$ cat src/rtl/core/u8wd_pkg.sv
// u8wd_pkg: shared types, constants and helper functions of the UTF-8 decoder.
// Used by every module under rtl/core; depends on nothing else.
`timescale 1ns / 1ps

package u8wd_pkg;

    // Field widths
    localparam int CODE_W  = 21;
    localparam int COUNT_W = 16;
    localparam int BYTE_W  = 8;
    localparam int PADDR_W = 3;
    localparam int PDATA_W = 32;

    // Default depth of the queue between front and back
    localparam int QUEUE_DEPTH_DEF = 4;

    // Register reset values
    localparam logic               UTF16_OUT_RST = 1'b1;
    localparam logic [COUNT_W-1:0] MAX_UNITS_RST = 16'd512;

    // Register index, taken from paddr[2]
    typedef enum logic [0:0] {
        REG_UTF16_OUT = 1'b0,
        REG_MAX_UNITS = 1'b1
    } reg_idx_t;

    // Byte classification masks and tags
    localparam logic [BYTE_W-1:0] CONT_MASK  = 8'hc0;
    localparam logic [BYTE_W-1:0] CONT_TAG   = 8'h80;
    localparam logic [BYTE_W-1:0] LEAD2_MASK = 8'he0;
    localparam logic [BYTE_W-1:0] LEAD2_TAG  = 8'hc0;
    localparam logic [BYTE_W-1:0] LEAD3_MASK = 8'hf0;
    localparam logic [BYTE_W-1:0] LEAD3_TAG  = 8'he0;
    localparam logic [BYTE_W-1:0] LEAD4_MASK = 8'hf8;
    localparam logic [BYTE_W-1:0] LEAD4_TAG  = 8'hf0;
    localparam logic [BYTE_W-1:0] END_BYTE   = 8'h00;

    // Code point constants
    localparam logic [CODE_W-1:0] REPLACEMENT = 21'h00fffd;
    localparam logic [CODE_W-1:0] CODE_MAX    = 21'h10ffff;
    localparam logic [CODE_W-1:0] SURR_LO     = 21'h00d800;
    localparam logic [CODE_W-1:0] SURR_HI     = 21'h00dfff;
    localparam logic [CODE_W-1:0] BMP_MAX     = 21'h00ffff;
    localparam logic [CODE_W-1:0] SUPP_BASE   = 21'h010000;
    localparam logic [CODE_W-1:0] HI_BASE     = 21'h00d800;
    localparam logic [CODE_W-1:0] LO_BASE     = 21'h00dc00;
    localparam logic [CODE_W-1:0] TEN_MASK    = 21'h0003ff;

    // One result item
    typedef struct packed {
        logic [CODE_W-1:0]  code_unit;
        logic               end_of_string;
        logic [COUNT_W-1:0] units_written;
    } result_t;

    // One queue entry: the results of one byte, slot 0 first
    typedef struct packed {
        logic               two;
        result_t [1:0]      res;
    } entry_t;

    // Configuration seen by the front
    typedef struct packed {
        logic               utf16_out;
        logic [COUNT_W-1:0] max_units;
    } cfg_t;

    // Build an ordinary result
    function automatic result_t make_unit(input logic [CODE_W-1:0] code);
        result_t r;
        r.code_unit     = code;
        r.end_of_string = 1'b0;
        r.units_written = '0;
        return r;
    endfunction

    // Replace out-of-range and surrogate values
    function automatic logic [CODE_W-1:0] sanitize(input logic [CODE_W-1:0] cp);
        logic bad;
        bad = (cp > CODE_MAX) || ((cp >= SURR_LO) && (cp <= SURR_HI));
        return bad ? REPLACEMENT : cp;
    endfunction

    // High surrogate of a supplementary code point
    function automatic logic [CODE_W-1:0] surr_high(input logic [CODE_W-1:0] cp);
        logic [CODE_W-1:0] v;
        v = cp - SUPP_BASE;
        return HI_BASE + (v >> 10);
    endfunction

    // Low surrogate of a supplementary code point
    function automatic logic [CODE_W-1:0] surr_low(input logic [CODE_W-1:0] cp);
        logic [CODE_W-1:0] v;
        v = cp - SUPP_BASE;
        return LO_BASE + (v & TEN_MASK);
    endfunction

endpackage

$ cat src/rtl/core/u8wd_regs.sv
// u8wd_regs: APB configuration registers (utf16_out, max_units).
// Depends on u8wd_pkg.
`timescale 1ns / 1ps

module u8wd_regs (
    input  logic                         clk,
    input  logic                         rst_n,
    input  logic                         psel,
    input  logic                         penable,
    input  logic                         pwrite,
    input  logic [u8wd_pkg::PADDR_W-1:0] paddr,
    input  logic [u8wd_pkg::PDATA_W-1:0] pwdata,
    output logic [u8wd_pkg::PDATA_W-1:0] prdata,
    output logic                         pready,
    output u8wd_pkg::cfg_t               cfg
);

    logic                          utf16_out_reg;
    logic                          utf16_out_next;
    logic [u8wd_pkg::COUNT_W-1:0]  max_units_reg;
    logic [u8wd_pkg::COUNT_W-1:0]  max_units_next;
    logic                          wr_en;
    u8wd_pkg::reg_idx_t            idx;

    assign pready = 1'b1;
    assign wr_en  = psel && penable && pwrite;
    assign idx    = u8wd_pkg::reg_idx_t'(paddr[2]);

    // Decode the write transfer
    always_comb
    begin
        utf16_out_next = utf16_out_reg;
        max_units_next = max_units_reg;
        if (wr_en)
        begin
            case (idx)
                u8wd_pkg::REG_UTF16_OUT: utf16_out_next = pwdata[0];
                u8wd_pkg::REG_MAX_UNITS: max_units_next = pwdata[u8wd_pkg::COUNT_W-1:0];
                default: ;
            endcase
        end
    end

    always_ff @(posedge clk or negedge rst_n)
    begin
        if (!rst_n)
        begin
            utf16_out_reg <= u8wd_pkg::UTF16_OUT_RST;
            max_units_reg <= u8wd_pkg::MAX_UNITS_RST;
        end
        else
        begin
            utf16_out_reg <= utf16_out_next;
            max_units_reg <= max_units_next;
        end
    end

    // Return the addressed register
    always_comb
    begin
        case (idx)
            u8wd_pkg::REG_UTF16_OUT:
                prdata = {{(u8wd_pkg::PDATA_W-1){1'b0}}, utf16_out_reg};
            u8wd_pkg::REG_MAX_UNITS:
                prdata = {{(u8wd_pkg::PDATA_W-u8wd_pkg::COUNT_W){1'b0}}, max_units_reg};
            default:
                prdata = '0;
        endcase
    end

    assign cfg.utf16_out = utf16_out_reg;
    assign cfg.max_units = max_units_reg;

endmodule

$ cat src/rtl/core/u8wd_front.sv
// u8wd_front: accepts bytes, tracks the decode state and builds queue entries
// holding the one or two results of each byte that has any. Depends on u8wd_pkg.
`timescale 1ns / 1ps

module u8wd_front (
    input  logic                        clk,
    input  logic                        rst_n,
    input  logic                        in_valid,
    output logic                        in_ready,
    input  logic [u8wd_pkg::BYTE_W-1:0] in_byte,
    input  u8wd_pkg::cfg_t              cfg,
    input  logic                        q_full,
    output logic                        push,
    output u8wd_pkg::entry_t            push_entry
);

    logic [u8wd_pkg::CODE_W-1:0]  part_reg;
    logic [u8wd_pkg::CODE_W-1:0]  part_next;
    logic [1:0]                   pend_reg;
    logic [1:0]                   pend_next;
    logic [u8wd_pkg::COUNT_W-1:0] cnt_reg;
    logic [u8wd_pkg::COUNT_W-1:0] cnt_next;
    logic                         stopped_reg;
    logic                         stopped_next;

    logic                         accept;
    logic [u8wd_pkg::CODE_W-1:0]  part_v;
    logic [1:0]                   pend_v;
    logic [u8wd_pkg::COUNT_W-1:0] cnt_v;
    logic                         stop_v;
    logic [1:0]                   n_v;
    u8wd_pkg::result_t [1:0]      res_v;
    logic                         done_v;
    logic [u8wd_pkg::CODE_W-1:0]  word_v;
    logic [u8wd_pkg::CODE_W-1:0]  cp_v;

    assign in_ready = !q_full;
    assign accept   = in_valid && in_ready;

    // Decode one byte against the running state
    always_comb
    begin
        part_v = part_reg;
        pend_v = pend_reg;
        cnt_v  = cnt_reg;
        stop_v = stopped_reg;
        n_v    = 2'd0;
        res_v  = '0;
        done_v = 1'b0;
        word_v = '0;
        cp_v   = '0;

        // Continuation or broken sequence
        if (pend_reg != 2'd0 && !stopped_reg)
        begin
            if ((in_byte & u8wd_pkg::CONT_MASK) == u8wd_pkg::CONT_TAG)
            begin
                word_v = {part_reg[14:0], in_byte[5:0]};
                pend_v = pend_reg - 2'd1;
                part_v = word_v;
                done_v = 1'b1;
                if (pend_v == 2'd0)
                begin
                    part_v = '0;
                    cp_v   = u8wd_pkg::sanitize(word_v);
                    if (cfg.utf16_out && (cp_v > u8wd_pkg::BMP_MAX))
                    begin
                        if (({1'b0, cnt_v} + 17'd2) >= {1'b0, cfg.max_units})
                        begin
                            stop_v = 1'b1;
                        end
                        else
                        begin
                            res_v[0] = u8wd_pkg::make_unit(u8wd_pkg::surr_high(cp_v));
                            res_v[1] = u8wd_pkg::make_unit(u8wd_pkg::surr_low(cp_v));
                            n_v      = 2'd2;
                            cnt_v    = cnt_v + 16'd2;
                        end
                    end
                    else
                    begin
                        res_v[0] = u8wd_pkg::make_unit(cp_v);
                        n_v      = 2'd1;
                        cnt_v    = cnt_v + 16'd1;
                    end
                end
            end
            else
            begin
                pend_v   = 2'd0;
                part_v   = '0;
                res_v[0] = u8wd_pkg::make_unit(u8wd_pkg::REPLACEMENT);
                n_v      = 2'd1;
                cnt_v    = cnt_v + 16'd1;
            end
        end

        // Lead byte, end of string or dropped byte
        if (!done_v)
        begin
            if (in_byte == u8wd_pkg::END_BYTE)
            begin
                res_v[n_v[0]].code_unit     = '0;
                res_v[n_v[0]].end_of_string = 1'b1;
                res_v[n_v[0]].units_written = cnt_v;
                n_v    = n_v + 2'd1;
                cnt_v  = '0;
                stop_v = 1'b0;
                pend_v = 2'd0;
                part_v = '0;
            end
            else if (!stop_v)
            begin
                if (({1'b0, cnt_v} + 17'd1) >= {1'b0, cfg.max_units})
                begin
                    stop_v = 1'b1;
                    pend_v = 2'd0;
                    part_v = '0;
                end
                else if (!in_byte[7])
                begin
                    res_v[n_v[0]] = u8wd_pkg::make_unit(
                        {{(u8wd_pkg::CODE_W-u8wd_pkg::BYTE_W){1'b0}}, in_byte});
                    n_v   = n_v + 2'd1;
                    cnt_v = cnt_v + 16'd1;
                end
                else if ((in_byte & u8wd_pkg::LEAD2_MASK) == u8wd_pkg::LEAD2_TAG)
                begin
                    part_v = {16'd0, in_byte[4:0]};
                    pend_v = 2'd1;
                end
                else if ((in_byte & u8wd_pkg::LEAD3_MASK) == u8wd_pkg::LEAD3_TAG)
                begin
                    part_v = {17'd0, in_byte[3:0]};
                    pend_v = 2'd2;
                end
                else if ((in_byte & u8wd_pkg::LEAD4_MASK) == u8wd_pkg::LEAD4_TAG)
                begin
                    part_v = {18'd0, in_byte[2:0]};
                    pend_v = 2'd3;
                end
                else
                begin
                    res_v[n_v[0]] = u8wd_pkg::make_unit(u8wd_pkg::REPLACEMENT);
                    n_v   = n_v + 2'd1;
                    cnt_v = cnt_v + 16'd1;
                end
            end
        end
    end

    // Advance the state only on an input transfer
    assign part_next    = accept ? part_v : part_reg;
    assign pend_next    = accept ? pend_v : pend_reg;
    assign cnt_next     = accept ? cnt_v  : cnt_reg;
    assign stopped_next = accept ? stop_v : stopped_reg;

    always_ff @(posedge clk or negedge rst_n)
    begin
        if (!rst_n)
        begin
            part_reg    <= '0;
            pend_reg    <= 2'd0;
            cnt_reg     <= '0;
            stopped_reg <= 1'b0;
        end
        else
        begin
            part_reg    <= part_next;
            pend_reg    <= pend_next;
            cnt_reg     <= cnt_next;
            stopped_reg <= stopped_next;
        end
    end

    // Queue the results of this byte
    assign push           = accept && (n_v != 2'd0);
    assign push_entry.two = n_v[1];
    assign push_entry.res = res_v;

    // A stopped string never waits on continuation bytes
    a_stop_no_pend: assert property (@(posedge clk) disable iff (!rst_n)
        stopped_reg |-> (pend_reg == 2'd0))
        else $error("continuation pending while output stopped");

    // Partial bits are cleared whenever no sequence is open
    a_idle_no_part: assert property (@(posedge clk) disable iff (!rst_n)
        (pend_reg == 2'd0) |-> (part_reg == '0))
        else $error("stale partial code with no sequence open");

endmodule

$ cat src/rtl/core/u8wd_queue.sv
// u8wd_queue: small register FIFO of decoded entries between front and back.
// Depends on u8wd_pkg.
`timescale 1ns / 1ps

module u8wd_queue #(
    parameter int QUEUE_DEPTH = u8wd_pkg::QUEUE_DEPTH_DEF
) (
    input  logic             clk,
    input  logic             rst_n,
    input  logic             push,
    input  u8wd_pkg::entry_t push_entry,
    output logic             full,
    input  logic             pop,
    output logic             q_valid,
    output u8wd_pkg::entry_t q_entry
);

    localparam int PTR_W = (QUEUE_DEPTH > 1) ? $clog2(QUEUE_DEPTH) : 1;
    localparam int CNT_W = $clog2(QUEUE_DEPTH + 1);

    u8wd_pkg::entry_t  mem_reg [QUEUE_DEPTH];
    logic [PTR_W-1:0]  wr_ptr_reg;
    logic [PTR_W-1:0]  wr_ptr_next;
    logic [PTR_W-1:0]  rd_ptr_reg;
    logic [PTR_W-1:0]  rd_ptr_next;
    logic [CNT_W-1:0]  count_reg;
    logic [CNT_W-1:0]  count_next;
    logic              do_pop;

    assign full    = (count_reg == CNT_W'(QUEUE_DEPTH));
    assign q_valid = (count_reg != '0);
    assign q_entry = mem_reg[rd_ptr_reg];
    assign do_pop  = pop && q_valid;

    // Advance pointers with wrap at the depth
    always_comb
    begin
        wr_ptr_next = wr_ptr_reg;
        rd_ptr_next = rd_ptr_reg;
        if (push)
        begin
            wr_ptr_next = (wr_ptr_reg == PTR_W'(QUEUE_DEPTH - 1)) ? '0 : wr_ptr_reg + PTR_W'(1);
        end
        if (do_pop)
        begin
            rd_ptr_next = (rd_ptr_reg == PTR_W'(QUEUE_DEPTH - 1)) ? '0 : rd_ptr_reg + PTR_W'(1);
        end
        count_next = count_reg + CNT_W'(push) - CNT_W'(do_pop);
    end

    always_ff @(posedge clk or negedge rst_n)
    begin
        if (!rst_n)
        begin
            wr_ptr_reg <= '0;
            rd_ptr_reg <= '0;
            count_reg  <= '0;
        end
        else
        begin
            wr_ptr_reg <= wr_ptr_next;
            rd_ptr_reg <= rd_ptr_next;
            count_reg  <= count_next;
        end
    end

    // Store the pushed entry
    always_ff @(posedge clk)
    begin
        if (push)
        begin
            mem_reg[wr_ptr_reg] <= push_entry;
        end
    end

    a_no_overflow: assert property (@(posedge clk) disable iff (!rst_n)
        push |-> !full)
        else $error("push into a full queue");

    a_count_range: assert property (@(posedge clk) disable iff (!rst_n)
        count_reg <= CNT_W'(QUEUE_DEPTH))
        else $error("queue count beyond depth");

endmodule

$ cat src/rtl/core/u8wd_back.sv
// u8wd_back: drains queue entries, one result per cycle unless out_ready stalls,
// into the output register. Depends on u8wd_pkg.
`timescale 1ns / 1ps

module u8wd_back (
    input  logic                          clk,
    input  logic                          rst_n,
    input  logic                          q_valid,
    input  u8wd_pkg::entry_t              q_entry,
    output logic                          pop,
    output logic                          out_valid,
    input  logic                          out_ready,
    output logic [u8wd_pkg::CODE_W-1:0]   code_unit,
    output logic                          end_of_string,
    output logic [u8wd_pkg::COUNT_W-1:0]  units_written
);

    logic              out_valid_reg;
    logic              out_valid_next;
    u8wd_pkg::result_t out_data_reg;
    u8wd_pkg::result_t out_data_next;
    logic              idx_reg;
    logic              idx_next;
    logic              load;

    assign load = q_valid && (!out_valid_reg || out_ready);

    // Load the next result; pop once the last slot of the entry leaves
    always_comb
    begin
        out_valid_next = out_valid_reg;
        out_data_next  = out_data_reg;
        idx_next       = idx_reg;
        pop            = 1'b0;
        if (load)
        begin
            out_valid_next = 1'b1;
            out_data_next  = q_entry.res[idx_reg];
            if (idx_reg || !q_entry.two)
            begin
                pop      = 1'b1;
                idx_next = 1'b0;
            end
            else
            begin
                idx_next = 1'b1;
            end
        end
        else if (out_ready)
        begin
            out_valid_next = 1'b0;
        end
    end

    always_ff @(posedge clk or negedge rst_n)
    begin
        if (!rst_n)
        begin
            out_valid_reg <= 1'b0;
            idx_reg       <= 1'b0;
        end
        else
        begin
            out_valid_reg <= out_valid_next;
            idx_reg       <= idx_next;
        end
    end

    always_ff @(posedge clk)
    begin
        out_data_reg <= out_data_next;
    end

    assign out_valid     = out_valid_reg;
    assign code_unit     = out_data_reg.code_unit;
    assign end_of_string = out_data_reg.end_of_string;
    assign units_written = out_data_reg.units_written;

    // A half-drained pair keeps its entry at the queue head
    a_pair_held: assert property (@(posedge clk) disable iff (!rst_n)
        idx_reg |-> (q_valid && q_entry.two))
        else $error("second slot pending without its entry");

endmodule

$ cat src/rtl/core/utf8_to_wide_char_decoder_core.sv
// Top level of the UTF-8 to wide-character decoder: APB registers, front decoder,
// entry queue and output back end. Depends on u8wd_pkg and the u8wd_* modules.
// Path: a byte's results enter the queue at its input transfer; the back end then
// loads them from the queue head into the output register, from which they transfer.
// Throughput: one byte per cycle while the queue is not full; the results of a byte
// leave in turn, paced by the single output register draining the queue.
`timescale 1ns / 1ps

module utf8_to_wide_char_decoder_core #(
    parameter int QUEUE_DEPTH = u8wd_pkg::QUEUE_DEPTH_DEF
) (
    input  logic                          clk,
    input  logic                          rst_n,
    input  logic                          psel,
    input  logic                          penable,
    input  logic                          pwrite,
    input  logic [u8wd_pkg::PADDR_W-1:0]  paddr,
    input  logic [u8wd_pkg::PDATA_W-1:0]  pwdata,
    output logic [u8wd_pkg::PDATA_W-1:0]  prdata,
    output logic                          pready,
    input  logic                          in_valid,
    output logic                          in_ready,
    input  logic [u8wd_pkg::BYTE_W-1:0]   in_byte,
    output logic                          out_valid,
    input  logic                          out_ready,
    output logic [u8wd_pkg::CODE_W-1:0]   code_unit,
    output logic                          end_of_string,
    output logic [u8wd_pkg::COUNT_W-1:0]  units_written
);

    // Reset: rst_n clears decode state, queue and output; utf16_out=1, max_units=512.

    u8wd_pkg::cfg_t   cfg;
    logic             q_full;
    logic             push;
    u8wd_pkg::entry_t push_entry;
    logic             pop;
    logic             q_valid;
    u8wd_pkg::entry_t q_entry;

    u8wd_regs u_regs (
        .clk     (clk),
        .rst_n   (rst_n),
        .psel    (psel),
        .penable (penable),
        .pwrite  (pwrite),
        .paddr   (paddr),
        .pwdata  (pwdata),
        .prdata  (prdata),
        .pready  (pready),
        .cfg     (cfg)
    );

    u8wd_front u_front (
        .clk        (clk),
        .rst_n      (rst_n),
        .in_valid   (in_valid),
        .in_ready   (in_ready),
        .in_byte    (in_byte),
        .cfg        (cfg),
        .q_full     (q_full),
        .push       (push),
        .push_entry (push_entry)
    );

    u8wd_queue #(
        .QUEUE_DEPTH (QUEUE_DEPTH)
    ) u_queue (
        .clk        (clk),
        .rst_n      (rst_n),
        .push       (push),
        .push_entry (push_entry),
        .full       (q_full),
        .pop        (pop),
        .q_valid    (q_valid),
        .q_entry    (q_entry)
    );

    u8wd_back u_back (
        .clk           (clk),
        .rst_n         (rst_n),
        .q_valid       (q_valid),
        .q_entry       (q_entry),
        .pop           (pop),
        .out_valid     (out_valid),
        .out_ready     (out_ready),
        .code_unit     (code_unit),
        .end_of_string (end_of_string),
        .units_written (units_written)
    );

endmodule

$ cat config.mk
export PLATFORM = sky130hd
export DESIGN_NAME = utf8_to_wide_char_decoder_core
export DESIGN_NICKNAME = d
export VERILOG_FILES = /design/src/rtl/core/u8wd_pkg.sv /design/src/rtl/core/u8wd_regs.sv /design/src/rtl/core/u8wd_front.sv /design/src/rtl/core/u8wd_queue.sv /design/src/rtl/core/u8wd_back.sv /design/src/rtl/core/utf8_to_wide_char_decoder_core.sv
export SDC_FILE = /design/constraint.sdc
export NUM_CORES = 1
export LEC_CHECK = 0
export BUFFER_PORTS_ARGS = -buffer_cell sky130_fd_sc_hd__buf_2
export CAP_MARGIN = 25
export CORE_MARGIN = 3
export CORE_UTILIZATION = 40
export CTS_CLUSTER_SIZE = 24
export DETAILED_ROUTE_END_ITERATION = 12
export GPL_TIMING_DRIVEN = 0
export PLACE_DENSITY = 0.57
export SETUP_SLACK_MARGIN = 0.2
export SYNTH_ARGS = -nofsm -noshare
export SYNTH_HDL_FRONTEND = slang
export SYNTH_SLANG_ARGS = --single-unit
export TNS_END_PERCENT = 10
$ cat constraint.sdc
create_clock -name clk -period 26 [get_ports clk]
set_input_delay 2.6 -clock clk [delete_from_list [all_inputs] [get_ports clk]]
set_output_delay 2.6 -clock clk [all_outputs]
set_load 0.02 [all_outputs]
==> results of run 1 <==
[cell usage after synthesis, drive strengths merged (14+ instances only)]
cell	number	share of area [%]
dfrtp	58	7.8
o21ai	73	2.0
nand3	35	0.99
and2	39	1.3
xnor2	36	1.7
ha	49	3.3
a21oi	69	1.9
nor4	17	0.78
xor2	21	0.99
mux2	22	1.3
o22ai	17	0.57
nor3	28	0.78
nand2	185	3.7
buf	42	1.3
nand4	24	0.80
clkbuf	68	1.4
edfxtp	310	50
a22o	14	0.66
inv	43	0.86
mux4	68	8.2
nor2	96	2.1
[worst max-delay path, delay by kind of cell (launching register included)]
| family | cells | cell delay, ns |
|---|---|---|
| xor gates and xnor gates | 2 | 0.66 |
| muxes | 1 | 0.17 |
| and+or+nand+nor | 15 | 4.98 |
| AOI/OAI and AO/OA | 9 | 2.67 |
| buffers and inverters | 3 | 0.90 |
| DFF | 1 | 0.48 |
| adders and majority gates | 3 | 0.87 |
[per-stage QoR]
| step | area (µm²) | setup WS [ns] | hold WS [ns] | utilization [%] | power, mW |
|---|---|---|---|---|---|
| after floorplan | 18700 | 16.47 | 0.459 | - | 1.62 |
| after global placement | 19900 | 12.87 | 0.505 | 43.5 | 1.99 |
| after detailed placement | 20100 | 15.16 | 0.516 | 44.0 | 2.01 |
| after CTS | 21400 | 15.08 | 0.534 | 46.8 | 2.58 |
| after global routing | 21500 | 14.34 | 0.559 | 46.9 | 2.72 |
| final | 21500 | 14.80 | 0.527 | 46.9 | 2.58 |
[final cells by class]
| class | count | share of cell area [%] |
|---|---|---|
| clock buffer | 56 | 5.18 |
| multi-input combinational | 978 | 33.8 |
| tap | 600 | 3.50 |
| inverter | 43 | 0.752 |
| sequential | 370 | 50.4 |
| buffer | 110 | 2.33 |
| timing repair buffer | 96 | 3.09 |
| clock inverter | 19 | 0.979 |
[how the worst max path moves through the flow]
stage / startpoint / end / slack [ns] / cells past startpoint
6_report: u_front.cnt_reg[1] / u_queue.mem_reg[1][49] / 14.80 / 33
5_1_grt: u_front.cnt_reg[1] / u_queue.mem_reg[0][13] / 14.34 / 32
4_1_cts: u_front.cnt_reg[1] / u_queue.mem_reg[0][13] / 15.08 / 33
3_5_place_dp: u_front.cnt_reg[1] / u_queue.mem_reg[0][46] / 15.16 / 33
3_3_place_gp: in_byte[6] / u_queue.mem_reg[1][48] / 12.87 / 25
2_1_floorplan: in_byte[4] / u_queue.mem_reg[0][0] / 16.47 / 28
[per-layer routing]
metal	vias up	global-route usage [%]	wire length, µm
met2	483	35.0	25600
li1	5914	-	-
met5	-	0	0
met1	6658	31.4	24600
met3	105	3.46	3200
met4	0	7.37	1810
[power by group]
| group | switching (mW) | internal (mW) |
|---|---|---|
| registers | 0.0527 | 0.829 |
| logic | 0.735 | 0.392 |
| clock network | 0.244 | 0.325 |
| total | 1.03 | 1.55 |
[cell families (layout without fill, tap and decap cells)]
logic type / after synthesis / after routing / synth area share [%]
adders and majority gates: 50 / 50 / 3.39
and+or+nand+nor: 482 / 482 / 12.7
xor gates and xnor gates: 57 / 57 / 2.67
muxes: 95 / 95 / 9.80
buffers and inverters: 153 / 324 / 3.55
DFF: 370 / 370 / 57.9
other: 2 / 17 / 0.0402
AOI/OAI and AO/OA: 277 / 277 / 9.97
==> metrics.yaml, run 1 <==
final_layout:
  final_common_cell: "edfxtp_1"
  multi_input_area_mm2: 0.00726
  largest_reg_flops: 272
  syn2layout_area_growth_pct: 15.0
  mostFrequentLayoutCells: "edfxtp_1, nand2_1, buf_2, nor2_1, clkbuf_1"
  final_cells: 2272
  antenna_cells: 0
  seqCellArea_mm2: 0.0108
  n_fill_cell: 4116
  final_nets: 1740
  drive_above_1_share_pct: 18.5
min_path:
  worstHoldStart: "u_regs.max_units_reg[13]"
  hold_class: "reg -> reg"
  hold_depth: 1
  worstHoldEndpoint: "u_regs.max_units_reg[13]"
clock_network:
  cts_tree: "done"
  clockBufferDepth: 3
  clk_latency_ns: 0.58
  cts_sinks: 370
  cts_root_buf: "clkbuf_16"
  ctsResizeCount: 0
  postCtsSetupBuffers: 0
  h-tree-depth: 2
  cts_hold_buffers: 0
  cts_made_buffers: 41
  clk_pin_slew_worst_paths_ns: 0.06
route:
  avgRoutedWirePerCell_um: 24.3
  drcViolationCount: 0
  routed_via_density: 5.79
  routed_wl_um: 55200
  drt_iter0_drc: 1185
  drt_pass1_iterations: 5
  num_vias: 13200
  ant_nets: 0
worst_setup_path:
  cp.arrival_ns: 11.43
  start_kind: "flip-flop"
  cpPeakStageDelay_ns: 0.85
  r2r_cells: 33
  cp_max_fo: 51
  path_class: "reg -> reg"
  critPathCaptureType: "flip-flop"
  slowest_stage: "nor2_1"
  reg2reg_slack_ns: 14.80
  r2r_end: "u_queue.mem_reg[1][49]"
  critPathRequiredTime_ns: 26.23
  reg2reg_from: "u_front.cnt_reg[1]"
timing:
  slew-limit-headroom_pct: 17.9
  grt_setup_unrepaired: "false"
  max_freq_ghz: 0.0893
  final-max-slew-violation-count: 0
  post-route-period-util_pct: 43.1
  worstMarginPinSlew_ns: 1.22
  finalHoldViolations: 0
  setup_tns_ns: 0
  skew_ns: 0.0181
  fin_crit_ns: 11.20
  finalSetupViolCount: 0
placement:
  dp.cells: 2195
  io_buffers: 84
  routabilityCongestion: 0.972
  dp_hpwl_um: 39000
synth:
  syn_inst: 1486
  synth_edf_count: 310
  ys.warnings.count: 0
  synth_cell_types: 87
  ys.flop_type: "edfxtp_1"
  avgSynthCellArea_um2: 12.6
  seq_area_frac_synth_pct: 57.9
  synth_area_mm2: 0.0187
  yosys_register_bits: 370
  async_flop_share_pct: 16.2
grt:
  antenna_found_initial: 0
  grt_pass1_wl_um: 82900
  grt.overflow.total: 0
  grt_start_max_net_pins: 59
  grt_pass1_vias: 12900
  grtUsageTotal_pct: 22.1
floorplanning:
  die_h_um: 222
  start_util_pct: 40.8
  core_mm2: 0.0458
  ios: 123
  dieArea_mm2: 0.0493
  core.rowCount: 78
  die_w_um: 222
pwr:
  p_leak_nw: 7.86
  peakVddDrop_uv: 56.3
  pwr_density_cell_mw_per_mm2: 120
run_status:
  status: "completed"
flow_run:
  maxCapViolCount: 0
(Power assumes the default switching activity.)
==> inputs of run 2 (changes only) <==
clock period = 11.7 ns   (was 26 ns; I/O delays follow)
==> metrics.yaml, run 2 (synthesized netlist as in run 1, its figures left out) <==
clock_network:
  clockBufferDepth: 3  # unchanged
  postCtsSetupBuffers: 0  # unchanged
  cts_hold_buffers: 0  # unchanged
  cts_sinks: 370  # unchanged
  cts_root_buf: "clkbuf_16"
  clk_latency_ns: 0.58  # about the same
  h-tree-depth: 2  # unchanged
  cts_made_buffers: 41  # unchanged
  cts_tree: "done"
  ctsResizeCount: 0  # unchanged
  clk_pin_slew_worst_paths_ns: 0.07  # about the same
final_layout:
  final_area_mm2: 0.0215  # about the same
  n_fill_cell: 4114  # -0.049%
  antenna_cells: 0  # unchanged
  largest_reg_flops: 272  # unchanged
  final_common_cell: "edfxtp_1"
  final_cells: 2272  # unchanged
  drive_above_1_share_pct: 18.5  # +0.060 points
  syn2layout_area_growth_pct: 15.0  # about the same
  mostFrequentLayoutCells: "edfxtp_1, nand2_1, buf_2"
  final_nets: 1740  # unchanged
timing:
  fin_crit_ns: 10.88  # -0.312 ns
  final-max-slew-violation-count: 0  # unchanged
  skew_ns: 0.0168  # -0.00129 ns
  grt_setup_unrepaired: "false"
  max_freq_ghz: 0.0919  # +2.9%
  post-route-period-util_pct: 93.0  # +50 points
  fin_ws_ns: 0.817  # -13.99 ns
  finalHoldViolations: 0  # unchanged
  finalSetupViolCount: 0  # unchanged
  slew-limit-headroom_pct: 20.8  # +2.9 points
  worstMarginPinSlew_ns: 1.18  # -0.0430 ns
floorplanning:
  die_w_um: 222  # unchanged
  start_util_pct: 40.8  # unchanged
  dieArea_mm2: 0.0493  # unchanged
  core.rowCount: 78  # unchanged
  core_mm2: 0.0458  # unchanged
  ios: 123  # unchanged
  die_h_um: 222  # unchanged
route:
  ant_nets: 0  # unchanged
  routed_via_density: 5.79  # about the same
  avgRoutedWirePerCell_um: 24.3  # about the same
  drt_pass1_iterations: 6  # +1
  drcViolationCount: 0  # unchanged
  drt_iter0_drc: 1259  # +6.2%
  num_vias: 13200  # -0.0076%
  routed_wl_um: 55300  # about the same
grt:
  grt_start_max_net_pins: 59  # unchanged
  grt_pass1_vias: 12900  # unchanged
  grtUsageTotal_pct: 22.1  # unchanged
  grt.overflow.total: 0  # unchanged
  grt_pass1_wl_um: 82900  # unchanged
  antenna_found_initial: 0  # unchanged
run_status:
  status: "completed"
worst_setup_path:
  critPathRequiredTime_ns: 11.93  # -14.30 ns
  cp_max_fo: 51  # unchanged
  path_class: "reg -> reg"
  slowest_stage: "o211ai_1"
  r2r_end: "u_queue.mem_reg[0][52]"
  start_kind: "flip-flop"
  critPathCaptureType: "flip-flop"
  reg2reg_slack_ns: 0.82  # -13.99 ns
  cp.arrival_ns: 11.11  # -0.32 ns
  cpPeakStageDelay_ns: 0.81  # -0.04 ns
  reg2reg_from: "u_front.cnt_reg[1]"
  r2r_cells: 33  # unchanged
min_path:
  hold_class: "in -> async"
placement:
  placed_area_mm2: 0.0201  # unchanged
  place_ws_ns: 0.855  # -14.30 ns
  routabilityCongestion: 0.972  # unchanged
  dp.cells: 2195  # unchanged
  io_buffers: 84  # unchanged
  dp_hpwl_um: 39000  # unchanged
flow_run:
  maxCapViolCount: 0  # unchanged
pwr:
  pwr_density_cell_mw_per_mm2: 267  # +120%
  peakVddDrop_uv: 125  # +120%
  p_leak_nw: 7.86  # about the same
[run 2: worst max-delay path: cells and delay by family, from the launching register on]
family | cells | cell delay, ns
mux | 1 | 0.17
buf+inv | 3 | 0.87
flops | 1 | 0.48
xor+xnor | 2 | 0.67
fa+ha+maj | 3 | 0.87
simple gates | 15 | 4.62
compound gates | 9 | 2.76
[run 2: worst max path at each step]
stage	to	start	slack, ns	depth (start not counted)
6_report	u_queue.mem_reg[0][52]	u_front.cnt_reg[1]	0.82	33
5_1_grt	u_queue.mem_reg[0][13]	u_front.cnt_reg[1]	0.41	32
4_1_cts	u_queue.mem_reg[0][13]	u_front.cnt_reg[1]	0.78	33
3_5_place_dp	u_queue.mem_reg[0][46]	u_front.cnt_reg[1]	0.86	33
3_3_place_gp	u_queue.mem_reg[1][48]	u_front.cnt_reg[1]	-1.37	32
2_1_floorplan	u_queue.mem_reg[0][0]	u_front.cnt_reg[1]	2.94	32
[run 2: layout make-up]
class,count,area [µm²],area share [%]
multi-input cells,978,7260,33.8
repair buffers,96,663,3.09
inverters,43,161,0.752
clock inverters,19,210,0.979
plain buffers,110,500,2.33
flip-flops and latches,370,10800,50.4
well taps,600,751,3.50
clock buffers,56,1110,5.18
[run 2: power breakdown]
part / internal, mW / switching (mW) / leakage (nW)
clock: 0.723 / 0.544 / 0.635
sequential: 1.84 / 0.117 / 3.66
combinational: 0.872 / 1.64 / 3.57
[run 2: metrics by stage]
stage | hold WS [ns] | utilization [%] | power (mW) | TNS, ns
2_1_floorplan | 0.459 | - | 3.60 | 0
3_3_place_gp | 0.505 | 43.5 | 4.42 | -362.58
3_5_place_dp | 0.516 | 44.0 | 4.47 | 0
4_1_cts | 0.379 | 46.8 | 5.74 | 0
5_1_grt | 0.384 | 46.9 | 6.04 | 0
6_report | 0.405 | 46.9 | 5.74 | 0
[run 2: layer usage]
metal  GRT usage [%]  vias up  share of wire (%)
li1                -     5912                  -
met1            31.4     6673                 45
met2            35.0      470                 46
met3            3.46      104                5.8
met4            7.37        0                3.3
met5               0        -                  0
